[config.mk]
export PLATFORM = sky130hd
export DESIGN_NAME = ipv4_l4_checksum_engine_core
export DESIGN_NICKNAME = d
export VERILOG_FILES = /design/src/hdl/l4cs_pkg.sv /design/src/hdl/l4cs_front.sv /design/src/hdl/l4cs_queue.sv /design/src/hdl/l4cs_back.sv /design/src/hdl/ipv4_l4_checksum_engine_core.sv
export SDC_FILE = /design/constraint.sdc
export NUM_CORES = 1
export LEC_CHECK = 0
export ABC_AREA = 1
export BUFFER_PORTS_ARGS = -buffer_cell sky130_fd_sc_hd__buf_4
export CAP_MARGIN = 20
export CORE_ASPECT_RATIO = 0.6
export CORE_MARGIN = 4
export CORE_UTILIZATION = 34
export DETAILED_ROUTE_END_ITERATION = 7
export PLACE_DENSITY = 0.5
export SLEW_MARGIN = 20
export SYNTH_ARGS = -nofsm -noshare
export SYNTH_HDL_FRONTEND = slang
export SYNTH_SLANG_ARGS = --single-unit
[constraint.sdc]
create_clock -name clk -period 6.85 [get_ports clk]
set_input_delay 0.3425 -clock clk [delete_from_list [all_inputs] [get_ports clk]]
set_output_delay 0.3425 -clock clk [all_outputs]
set_load 0.005 [all_outputs]
[src/hdl/l4cs_pkg.sv]
// shared types and constants of the ipv4 l4 checksum engine
package l4cs_pkg;

  // default depth of the queue between parser and checksum finisher
  localparam int L4CS_QUEUE_DEPTH = 4;

  // protocol numbers and checksum field offsets inside the segment
  localparam logic [7:0] L4_TCP_PROTOCOL  = 8'd6;
  localparam logic [7:0] L4_UDP_PROTOCOL  = 8'd17;
  localparam logic [4:0] TCP_FIELD_OFFSET = 5'd16;
  localparam logic [4:0] UDP_FIELD_OFFSET = 5'd6;

  // header byte positions and limits
  localparam logic [15:0] IDX_VERSION   = 16'd0;
  localparam logic [15:0] IDX_LEN_HI    = 16'd2;
  localparam logic [15:0] IDX_LEN_LO    = 16'd3;
  localparam logic [15:0] IDX_PROTOCOL  = 16'd9;
  localparam logic [15:0] IDX_ADDR_LO   = 16'd12;
  localparam logic [15:0] IDX_ADDR_HI   = 16'd19;
  localparam logic [15:0] COUNT_MAX     = 16'hFFFF;
  localparam logic [3:0]  VERSION_IPV4  = 4'h4;
  localparam logic [3:0]  MIN_HDR_WORDS = 4'd5;

  // result status codes
  typedef enum logic [2:0] {
    ST_OK        = 3'd0,
    ST_NOT_IPV4  = 3'd1,
    ST_NO_PROTO  = 3'd2,
    ST_SEG_SHORT = 3'd3,
    ST_HDR_SHORT = 3'd4,
    ST_TRUNC     = 3'd5
  } status_t;

  // per-packet record handed from parser to finisher
  typedef struct packed {
    logic [31:0] sum;
    logic [7:0]  proto;
    logic [15:0] plen;
    logic [6:0]  pos;
    status_t     status;
  } pkt_rec_t;

endpackage

[src/hdl/l4cs_front.sv]
// byte parser: captures header fields, accumulates the sum, classifies the packet
module l4cs_front import l4cs_pkg::*; (
  input  logic       clk,
  input  logic       rst_n,
  input  logic       accept,
  input  logic [7:0] data_byte,
  input  logic       last_byte,
  output logic       rec_push,
  output pkt_rec_t   rec
);

  logic [15:0] byte_count_r, byte_count_nxt;
  logic [3:0]  header_words_r, header_words_nxt;
  logic        version_bad_r, version_bad_nxt;
  logic [15:0] total_length_r, total_length_nxt;
  logic [7:0]  protocol_r, protocol_nxt;
  logic [4:0]  field_offset_r, field_offset_nxt;
  logic [31:0] sum_r, sum_nxt;

  // values as seen after this byte
  logic [3:0]  hw_eff;
  logic        vb_eff;
  logic [15:0] tl_eff;
  logic [7:0]  proto_eff;
  logic [4:0]  fo_eff;
  logic [31:0] sum_eff;
  logic [5:0]  hlen;
  logic [6:0]  pos_base;
  logic [6:0]  pos_next;
  logic [31:0] weighted;
  logic        addr_hit;
  logic        seg_hit;
  logic [16:0] received;
  logic [16:0] plen_ext;
  status_t     status;

  // header field capture
  always_comb begin
    hw_eff    = header_words_r;
    vb_eff    = version_bad_r;
    tl_eff    = total_length_r;
    proto_eff = protocol_r;
    fo_eff    = field_offset_r;
    unique case (byte_count_r)
      IDX_VERSION: begin
        vb_eff = (data_byte[7:4] != VERSION_IPV4);
        hw_eff = data_byte[3:0];
      end
      IDX_LEN_HI: tl_eff = {data_byte, total_length_r[7:0]};
      IDX_LEN_LO: tl_eff = {total_length_r[15:8], data_byte};
      IDX_PROTOCOL: begin
        proto_eff = data_byte;
        if (data_byte == L4_TCP_PROTOCOL) begin
          fo_eff = TCP_FIELD_OFFSET;
        end else if (data_byte == L4_UDP_PROTOCOL) begin
          fo_eff = UDP_FIELD_OFFSET;
        end else begin
          fo_eff = 5'd0;
        end
      end
      default: ;
    endcase
  end

  // sum accumulation: addresses plus segment, checksum field read as zero
  assign hlen     = {hw_eff, 2'b00};
  assign pos_base = {1'b0, hlen} + {2'b00, fo_eff};
  assign pos_next = pos_base + 7'd1;
  assign weighted = byte_count_r[0] ? {24'd0, data_byte} : {16'd0, data_byte, 8'd0};
  assign addr_hit = (byte_count_r >= IDX_ADDR_LO) && (byte_count_r <= IDX_ADDR_HI);
  assign seg_hit  = (byte_count_r >= {10'd0, hlen}) && (byte_count_r < tl_eff) &&
                    (byte_count_r != {9'd0, pos_base}) &&
                    (byte_count_r != {9'd0, pos_next});
  assign sum_eff  = sum_r + (addr_hit ? weighted : 32'd0) + (seg_hit ? weighted : 32'd0);

  // classification at the final byte
  assign received = {1'b0, byte_count_r} + 17'd1;
  assign plen_ext = {1'b0, tl_eff} - {11'd0, hlen};

  always_comb begin
    priority if (vb_eff) begin
      status = ST_NOT_IPV4;
    end else if (hw_eff < MIN_HDR_WORDS) begin
      status = ST_HDR_SHORT;
    end else if ((received < {1'b0, tl_eff}) || (received < {11'd0, hlen})) begin
      status = ST_TRUNC;
    end else if (fo_eff == 5'd0) begin
      status = ST_NO_PROTO;
    end else if ({1'b0, tl_eff} < ({10'd0, pos_base} + 17'd2)) begin
      status = ST_SEG_SHORT;
    end else begin
      status = ST_OK;
    end
  end

  // record for the finisher
  assign rec_push   = accept && last_byte;
  assign rec.sum    = sum_eff;
  assign rec.proto  = proto_eff;
  assign rec.plen   = plen_ext[15:0];
  assign rec.pos    = (status == ST_OK) ? pos_base : 7'd0;
  assign rec.status = status;

  // next state: advance on a byte, clear after the final one
  always_comb begin
    byte_count_nxt   = byte_count_r;
    header_words_nxt = header_words_r;
    version_bad_nxt  = version_bad_r;
    total_length_nxt = total_length_r;
    protocol_nxt     = protocol_r;
    field_offset_nxt = field_offset_r;
    sum_nxt          = sum_r;
    if (accept) begin
      if (last_byte) begin
        byte_count_nxt   = 16'd0;
        header_words_nxt = 4'd0;
        version_bad_nxt  = 1'b0;
        total_length_nxt = 16'd0;
        protocol_nxt     = 8'd0;
        field_offset_nxt = 5'd0;
        sum_nxt          = 32'd0;
      end else begin
        byte_count_nxt   = (byte_count_r != COUNT_MAX) ? byte_count_r + 16'd1 : byte_count_r;
        header_words_nxt = hw_eff;
        version_bad_nxt  = vb_eff;
        total_length_nxt = tl_eff;
        protocol_nxt     = proto_eff;
        field_offset_nxt = fo_eff;
        sum_nxt          = sum_eff;
      end
    end
  end

  // parser state registers
  always_ff @(posedge clk) begin
    if (!rst_n) begin
      byte_count_r   <= 16'd0;
      header_words_r <= 4'd0;
      version_bad_r  <= 1'b0;
      total_length_r <= 16'd0;
      protocol_r     <= 8'd0;
      field_offset_r <= 5'd0;
      sum_r          <= 32'd0;
    end else begin
      byte_count_r   <= byte_count_nxt;
      header_words_r <= header_words_nxt;
      version_bad_r  <= version_bad_nxt;
      total_length_r <= total_length_nxt;
      protocol_r     <= protocol_nxt;
      field_offset_r <= field_offset_nxt;
      sum_r          <= sum_nxt;
    end
  end

endmodule

[src/hdl/l4cs_queue.sv]
// short record queue between parser and finisher
module l4cs_queue import l4cs_pkg::*; #(
  parameter int DEPTH = L4CS_QUEUE_DEPTH
) (
  input  logic     clk,
  input  logic     rst_n,
  input  logic     wr_en,
  input  pkt_rec_t wr_rec,
  output logic     full,
  input  logic     rd_en,
  output logic     rd_valid,
  output pkt_rec_t rd_rec
);

  localparam int PW = (DEPTH > 1) ? $clog2(DEPTH) : 1;
  localparam int CW = $clog2(DEPTH + 1);
  localparam logic [PW-1:0] PTR_LAST = PW'(DEPTH - 1);
  localparam logic [CW-1:0] CNT_FULL = CW'(DEPTH);

  pkt_rec_t         store_r [DEPTH];
  logic [PW-1:0]    wr_ptr_r, wr_ptr_nxt;
  logic [PW-1:0]    rd_ptr_r, rd_ptr_nxt;
  logic [CW-1:0]    count_r, count_nxt;

  assign full     = (count_r == CNT_FULL);
  assign rd_valid = (count_r != '0);
  assign rd_rec   = store_r[rd_ptr_r];

  // pointer and fill count update
  always_comb begin
    wr_ptr_nxt = wr_ptr_r;
    rd_ptr_nxt = rd_ptr_r;
    count_nxt  = count_r;
    if (wr_en) begin
      wr_ptr_nxt = (wr_ptr_r == PTR_LAST) ? '0 : wr_ptr_r + PW'(1);
    end
    if (rd_en) begin
      rd_ptr_nxt = (rd_ptr_r == PTR_LAST) ? '0 : rd_ptr_r + PW'(1);
    end
    if (wr_en && !rd_en) begin
      count_nxt = count_r + CW'(1);
    end else if (rd_en && !wr_en) begin
      count_nxt = count_r - CW'(1);
    end
  end

  // control registers
  always_ff @(posedge clk) begin
    if (!rst_n) begin
      wr_ptr_r <= '0;
      rd_ptr_r <= '0;
      count_r  <= '0;
    end else begin
      wr_ptr_r <= wr_ptr_nxt;
      rd_ptr_r <= rd_ptr_nxt;
      count_r  <= count_nxt;
    end
  end

  // record storage
  always_ff @(posedge clk) begin
    if (wr_en) begin
      store_r[wr_ptr_r] <= wr_rec;
    end
  end

endmodule

[src/hdl/l4cs_back.sv]
// checksum finisher: pseudo-header add, carry folds, complement, result register
module l4cs_back import l4cs_pkg::*; (
  input  logic        clk,
  input  logic        rst_n,
  input  logic        rec_valid,
  input  pkt_rec_t    rec,
  output logic        rec_pop,
  output logic        empty,
  input  logic        pop,
  output logic [15:0] checksum,
  output logic [6:0]  checksum_position,
  output logic [2:0]  status
);

  logic        a_valid_r;
  logic [17:0] a_sum_r;
  logic        a_udp_r;
  logic [6:0]  a_pos_r;
  status_t     a_status_r;

  logic        o_valid_r;
  logic [15:0] o_csum_r;
  logic [6:0]  o_pos_r;
  status_t     o_status_r;

  logic        o_ready;
  logic        a_ready;
  logic [16:0] first_fold;
  logic [17:0] a_sum_nxt;
  logic [16:0] fold_a;
  logic [15:0] fold_b;
  logic [15:0] csum_raw;
  logic [15:0] csum_nxt;

  // flow control: each stage moves when the one after it has room
  assign o_ready = !o_valid_r || pop;
  assign a_ready = !a_valid_r || o_ready;
  assign rec_pop = rec_valid && a_ready;

  // stage a: fold the running sum once and add protocol and segment length
  assign first_fold = {1'b0, rec.sum[15:0]} + {1'b0, rec.sum[31:16]};
  assign a_sum_nxt  = {1'b0, first_fold} + {10'd0, rec.proto} + {2'd0, rec.plen};

  always_ff @(posedge clk) begin
    if (!rst_n) begin
      a_valid_r <= 1'b0;
    end else if (a_ready) begin
      a_valid_r <= rec_valid;
    end
  end

  always_ff @(posedge clk) begin
    if (rec_pop) begin
      a_sum_r    <= a_sum_nxt;
      a_udp_r    <= (rec.proto == L4_UDP_PROTOCOL);
      a_pos_r    <= rec.pos;
      a_status_r <= rec.status;
    end
  end

  // stage b: carry folds, complement, udp zero sent as all ones, zero on failure
  assign fold_a   = {1'b0, a_sum_r[15:0]} + {15'd0, a_sum_r[17:16]};
  assign fold_b   = fold_a[15:0] + {15'd0, fold_a[16]};
  assign csum_raw = ~fold_b;

  always_comb begin
    priority if (a_status_r != ST_OK) begin
      csum_nxt = 16'd0;
    end else if (a_udp_r && (csum_raw == 16'd0)) begin
      csum_nxt = 16'hFFFF;
    end else begin
      csum_nxt = csum_raw;
    end
  end

  // result register
  always_ff @(posedge clk) begin
    if (!rst_n) begin
      o_valid_r <= 1'b0;
    end else if (o_ready) begin
      o_valid_r <= a_valid_r;
    end
  end

  always_ff @(posedge clk) begin
    if (o_ready && a_valid_r) begin
      o_csum_r   <= csum_nxt;
      o_pos_r    <= a_pos_r;
      o_status_r <= a_status_r;
    end
  end

  assign empty             = !o_valid_r;
  assign checksum          = o_csum_r;
  assign checksum_position = o_pos_r;
  assign status            = o_status_r;

endmodule

[src/hdl/ipv4_l4_checksum_engine_core.sv]
// top level of the ipv4 tcp/udp checksum engine
// Takes an IPv4 packet one byte per cycle on in_data_byte, with in_last_byte on the
// final byte, and returns one request per packet: the TCP or UDP checksum over the
// pseudo-header and segment, the byte position of the checksum field, and a status
// (0 ok, 1 not IPv4, 2 neither TCP nor UDP, 3 segment too short, 4 header length below
// 5, 5 truncated). A byte is taken every cycle while full is low; full rises only when
// the record queue between the byte parser and the checksum finisher holds QUEUE_DEPTH
// packets that the output side has not drained. A record passes the record queue,
// finisher stage a and the result register; without output stalls back-to-back
// one-byte packets yield one result per cycle, and the parser's 32-bit accumulate
// and the finisher's two-stage fold each handle one request per cycle.
module ipv4_l4_checksum_engine_core import l4cs_pkg::*; #(
  parameter int QUEUE_DEPTH = L4CS_QUEUE_DEPTH
) (
  input  logic        clk,
  input  logic        rst_n,
  input  logic [7:0]  in_data_byte,
  input  logic        in_last_byte,
  input  logic        push,
  output logic        full,
  output logic [15:0] out_checksum,
  output logic [6:0]  out_checksum_position,
  output logic [2:0]  out_status,
  output logic        empty,
  input  logic        pop
);

  logic     accept;
  logic     rec_push;
  pkt_rec_t rec_in;
  logic     rec_valid;
  logic     rec_pop;
  pkt_rec_t rec_out;

  assign accept = push && !full;

  // byte parser
  l4cs_front u_front (
    .clk       (clk),
    .rst_n     (rst_n),
    .accept    (accept),
    .data_byte (in_data_byte),
    .last_byte (in_last_byte),
    .rec_push  (rec_push),
    .rec       (rec_in)
  );

  // record queue
  l4cs_queue #(
    .DEPTH (QUEUE_DEPTH)
  ) u_queue (
    .clk      (clk),
    .rst_n    (rst_n),
    .wr_en    (rec_push),
    .wr_rec   (rec_in),
    .full     (full),
    .rd_en    (rec_pop),
    .rd_valid (rec_valid),
    .rd_rec   (rec_out)
  );

  // checksum finisher
  l4cs_back u_back (
    .clk               (clk),
    .rst_n             (rst_n),
    .rec_valid         (rec_valid),
    .rec               (rec_out),
    .rec_pop           (rec_pop),
    .empty             (empty),
    .pop               (pop),
    .checksum          (out_checksum),
    .checksum_position (out_checksum_position),
    .status            (out_status)
  );

endmodule

==> summary by stage <==
STA
Setup violations remaining at the end of the flow were counted as 0. The final critical-path setup slack is 0.547 ns. The worst clock skew on the final layout is roughly 0.028 ns.

For the pin with the worst max-slew slack, the measured transition is about 1.1 ns. The post-route setup TNS is 0 ns. Setup repair after global routing left no endpoint under its margin. Static timing analysis puts the maximum clock frequency at 159 MHz.

The final max-slew violation count was 0. The final count of hold timing violations is 0. The final clock period utilization by the worst path is 92.0%. The headroom to the max-slew limit is between 20% and 30%. The minimum clock period after layout is 6.30 ns.

Worst setup path
The reg-to-reg startpoint is u_front.byte_count_r[1]. The sort of element at the end of the critical path is a flip-flop. Along the worst path, the maximum fanout reaches 11. The data arrival time of the worst path is 6.70 ns. The most critical setup path has its startpoint at u_front.byte_count_r[1].

The data required time at the worst endpoint is 7.25 ns. For this run, the slowest stage of the critical path takes approximately 0.58 ns. The endpoint identified for the worst register-to-register timing path is u_front.sum_r[24].

The launching element type of the critical path is a flip-flop. The cell with the largest stage delay on the worst path is sky130_fd_sc_hd__fa_1. The worst setup path is of the flip-flop to flip-flop kind.

The kind of cell with the highest combined delay along the critical path is simple AND/OR/NAND/NOR gates. The slack of the worst reg-to-reg path is about 0.55 ns. The worst reg-to-reg path cell count is 37. The number of buffers and inverters on the critical path is 8. The dominant cell type by count on the critical path is sky130_fd_sc_hd__nand2_1.

CTS
CTS saw a little over 400 sinks. The maximum buffer depth of the clock tree is 3. The buffer cell driving the clock tree root is sky130_fd_sc_hd__clkbuf_16. CTS built an H-tree with a depth of 2. The number of clock buffers added by TritonCTS is 42. In this run, post-CTS hold repair placed 0 buffers.

The CTS tree is built. Clock latency on the worst-skew pair, taken at its later pin, is 0.58 ns. The clock-pin slew on the worst setup and hold paths is ~0.070 ns.

Cells and area
The post-synthesis to final-layout area growth is 12.9%. In the final layout, the share of cells above drive strength 1 is 9.96%. The fill cell total of the finished layout is roughly 6200.

Summing all multi-input logic gate instances after layout gives 0.00936 mm². The storage element area is 0.0114 mm². For this run, the post-layout net count is between 2000 and 3000. 0 antenna diodes ended up in the layout.

Global route
Global routing used 18.4% of the available tracks across all layers. The first-pass GRT wire length is approximately 97 mm. For this run the aggregate overflow at the end of global routing stands at 0.

Entering global routing, the biggest net connects 84 pins. The via count of the first global-routing pass is 15507. The initial antenna violation count is 1.

Yosys
Synthesis produced a netlist with a net count of 2462. The mapped netlist covers 0.0219 mm². The post-synthesis share of cell area spent on and, or, nand and nor gates is 18.0%. Synthesis inferred 412 register bits. The most frequently used cell type in the post-synthesis netlist is sky130_fd_sc_hd__nand2_1. The gate count of the mapped netlist is 2298. The post-synthesis async set-or-reset flop share is 0%. The cell type with the largest total area after synthesis is sky130_fd_sc_hd__edfxtp_1. In the synthesized netlist, the cells that appear most often are sky130_fd_sc_hd__nand2_1, sky130_fd_sc_hd__edfxtp_1, sky130_fd_sc_hd__nor2_1. The number of warnings printed during yosys synthesis is 0. Summing the areas of all xor and xnor instances in the mapped netlist gives 2.84% of the synthesized area. The synthesized netlist contains between 50 and 60 unique library cells.

After synthesis, the mean cell area works out to 9.52 µm². After Yosys synthesis, full adders, half adders and majority gates account for just over 10% of the synthesized area. The predominant post-synthesis flop cell is sky130_fd_sc_hd__edfxtp_1.

The portion of the post-synthesis area used by sequential elements is between 50% and 60%. The synthesized netlist devotes between 10% and 20% of its cell area to compound gates. After synthesis, the cell types taking the most area are sky130_fd_sc_hd__edfxtp_1, sky130_fd_sc_hd__dfxtp_1, sky130_fd_sc_hd__nand2_1. The proportion of synthesized area in mux cells is 0%.

The count of flip-flops with a built-in enable after synthesis is approximately 320. The top-area cell type share of the netlist area is 43.8%. The dominant combinational cell family by area after synthesis is simple AND/OR/NAND/NOR gates.

Worst hold path
The class of the tightest hold or removal check is input pin to flip-flop. The path with the worst hold slack has its endpoint at u_front.field_offset_r[0]. The hold path depth is 3. In this run the most critical hold path is launched from rst_n.

Power
The static power due to leakage is 9.68 nW. Power spread over the standard cell area amounts to 460 mW/mm². The largest vdd supply drop is 0.477 mV.

Placement
The half-perimeter wire length of the detailed placement result is 45.0 mm. The final RePlAce weighted congestion is 0.964. The worst slack at placement is 0.209 ns.

The quantity of I/O buffers inserted on ports is 40.

Floorplan
The die boundary width is 335 µm. The height of the die is 204 µm. For this configuration, the core starts out at a cell density of between 30% and 40%. The total core area is between 0.06 and 0.07 mm². The total die area is 0.0686 mm². The number of standard-cell rows in the floorplan is 71. The I/O pin total is 41.

Routing
The number of iterations in the first detailed-routing pass is 5. In the routed layout, each cell is associated on average with a via count of 5.07. The wire length per cell is just under 20 µm.

The number of nets with antenna violations after detailed routing is 0. In this run, the number of DRC markers left after iteration 0 of detailed routing was 1601. The total wire length is 63.4 mm.

Across all layers, the routed design uses approximately 16000 vias. The DRC violation count after routing is 0.

Flow run
Across the run, the number of max-cap violations was 0.

Status
The run finished with clean final reports.
-- layout make-up --
class / count / area share, %
Clock buffer: 53 / 4.80
Inverter: 220 / 3.35
Multi-Input combinational cell: 1584 / 37.9
Timing Repair Buffer: 87 / 2.64
Sequential cell: 412 / 46.3
Clock inverter: 24 / 0.735
Tap cell: 839 / 4.25
-- flip-flops by register name, indices dropped and copies added, names as in the netlist, 4 cells and up, named ones only --
signal / flops
u_back.checksum: 16
u_back.a_pos_r: 7
u_front.header_words_r: 4
u_front.field_offset_r: 5
u_queue.store_r: 264
u_back.checksum_position: 7
u_front.protocol_r: 8
u_front.byte_count_r: 16
u_front.total_length_r: 16
u_front.sum_r: 32
u_back.a_sum_r: 18
-- metrics by stage --
step	hold slack [ns]	instance area (µm²)	total power, mW	util [%]	std cells
finish	0.0725	24700	11.4	39.1	3219
global route	0.0579	24700	12.2	39.1	3219
CTS	0.0370	24600	11.4	39.0	3218
detailed placement	0.412	23300	9.01	36.9	3141
global placement	0.408	23300	8.97	36.9	3141
floorplan	0.400	21900	7.12	-	2298
-- worst max path at each step --
stage                             end  slack [ns]  depth (start not counted)
floorplan           u_front.sum_r[29]        0.98                         31
global placement    u_front.sum_r[31]        0.48                         33
detailed placement  u_front.sum_r[31]        0.21                         33
CTS                 u_front.sum_r[31]        0.14                         33
global route        u_front.sum_r[28]        0.03                         36
finish              u_front.sum_r[24]        0.55                         37
-- cells by family after synthesis --
kind of cell / count (synthesis)
XOR/XNOR: 71
adder cells (fa/ha/maj): 151
other: 1
buffers and inverters: 302
AND/OR/NAND/NOR: 921
AO/OA/AOI/OAI: 440
flip-flops: 412
-- routing by layer --
| layer | GRT usage [%] | up-vias | routed length, µm |
|---|---|---|---|
| met5 | 0 | - | 0 |
| met4 | 2.85 | 0 | 816 |
| met3 | 4.41 | 66 | 5190 |
| met2 | 24.9 | 434 | 24200 |
| met1 | 29.7 | 7884 | 33100 |
| li1 | - | 7951 | - |
-- where the power goes --
part / total [mW] / switching (mW) / internal, mW
Clock: 2.33 / 1.03 / 1.31
Sequential: 3.46 / 0.159 / 3.30
Combinational: 5.57 / 3.63 / 1.95
Total: 11.4 / 4.81 / 6.56
-- tightest hold or removal path, cell delays in order --
cell and delay, ns:
sky130_fd_sc_hd__buf_4 0.14, sky130_fd_sc_hd__nand2_1 0.07, sky130_fd_sc_hd__nor2_1 0.04
-- cell usage in the layout (no fill, tap or decap), types with 9 or more instances in the layout --
cell | synthesis | layout
sky130_fd_sc_hd__nand2_1 | 458 | 458
sky130_fd_sc_hd__edfxtp_1 | 319 | 319
sky130_fd_sc_hd__nor2_1 | 252 | 246
sky130_fd_sc_hd__inv_1 | 212 | 207
sky130_fd_sc_hd__o21ai_0 | 161 | 158
sky130_fd_sc_hd__a21oi_1 | 152 | 151
sky130_fd_sc_hd__ha_1 | 106 | 106
sky130_fd_sc_hd__dfxtp_1 | 93 | 91
sky130_fd_sc_hd__nand3_1 | 88 | 88
sky130_fd_sc_hd__buf_4 | 2 | 87
sky130_fd_sc_hd__o22ai_1 | 58 | 58
sky130_fd_sc_hd__xor2_1 | 49 | 48
sky130_fd_sc_hd__fa_1 | 45 | 45
sky130_fd_sc_hd__clkbuf_16 | 0 | 45
sky130_fd_sc_hd__nand4_1 | 32 | 32
sky130_fd_sc_hd__nor3_1 | 26 | 25
sky130_fd_sc_hd__xnor2_1 | 22 | 19
sky130_fd_sc_hd__nor2_2 | 15 | 16
sky130_fd_sc_hd__o21a_1 | 14 | 14
sky130_fd_sc_hd__nand2_2 | 13 | 13
sky130_fd_sc_hd__inv_2 | 7 | 11
sky130_fd_sc_hd__clkinv_2 | 0 | 10
sky130_fd_sc_hd__a21oi_2 | 10 | 10
sky130_fd_sc_hd__nand3b_1 | 10 | 10
sky130_fd_sc_hd__nor2_4 | 4 | 9
-- repair_timing --
action | 4_1_cts | 5_1_grt
endpoints found under the setup margin | 0 | 82
gates resized for setup | 0 | 12
setup buffers | 0 | 1
Power figures use the tool's default switching activity.
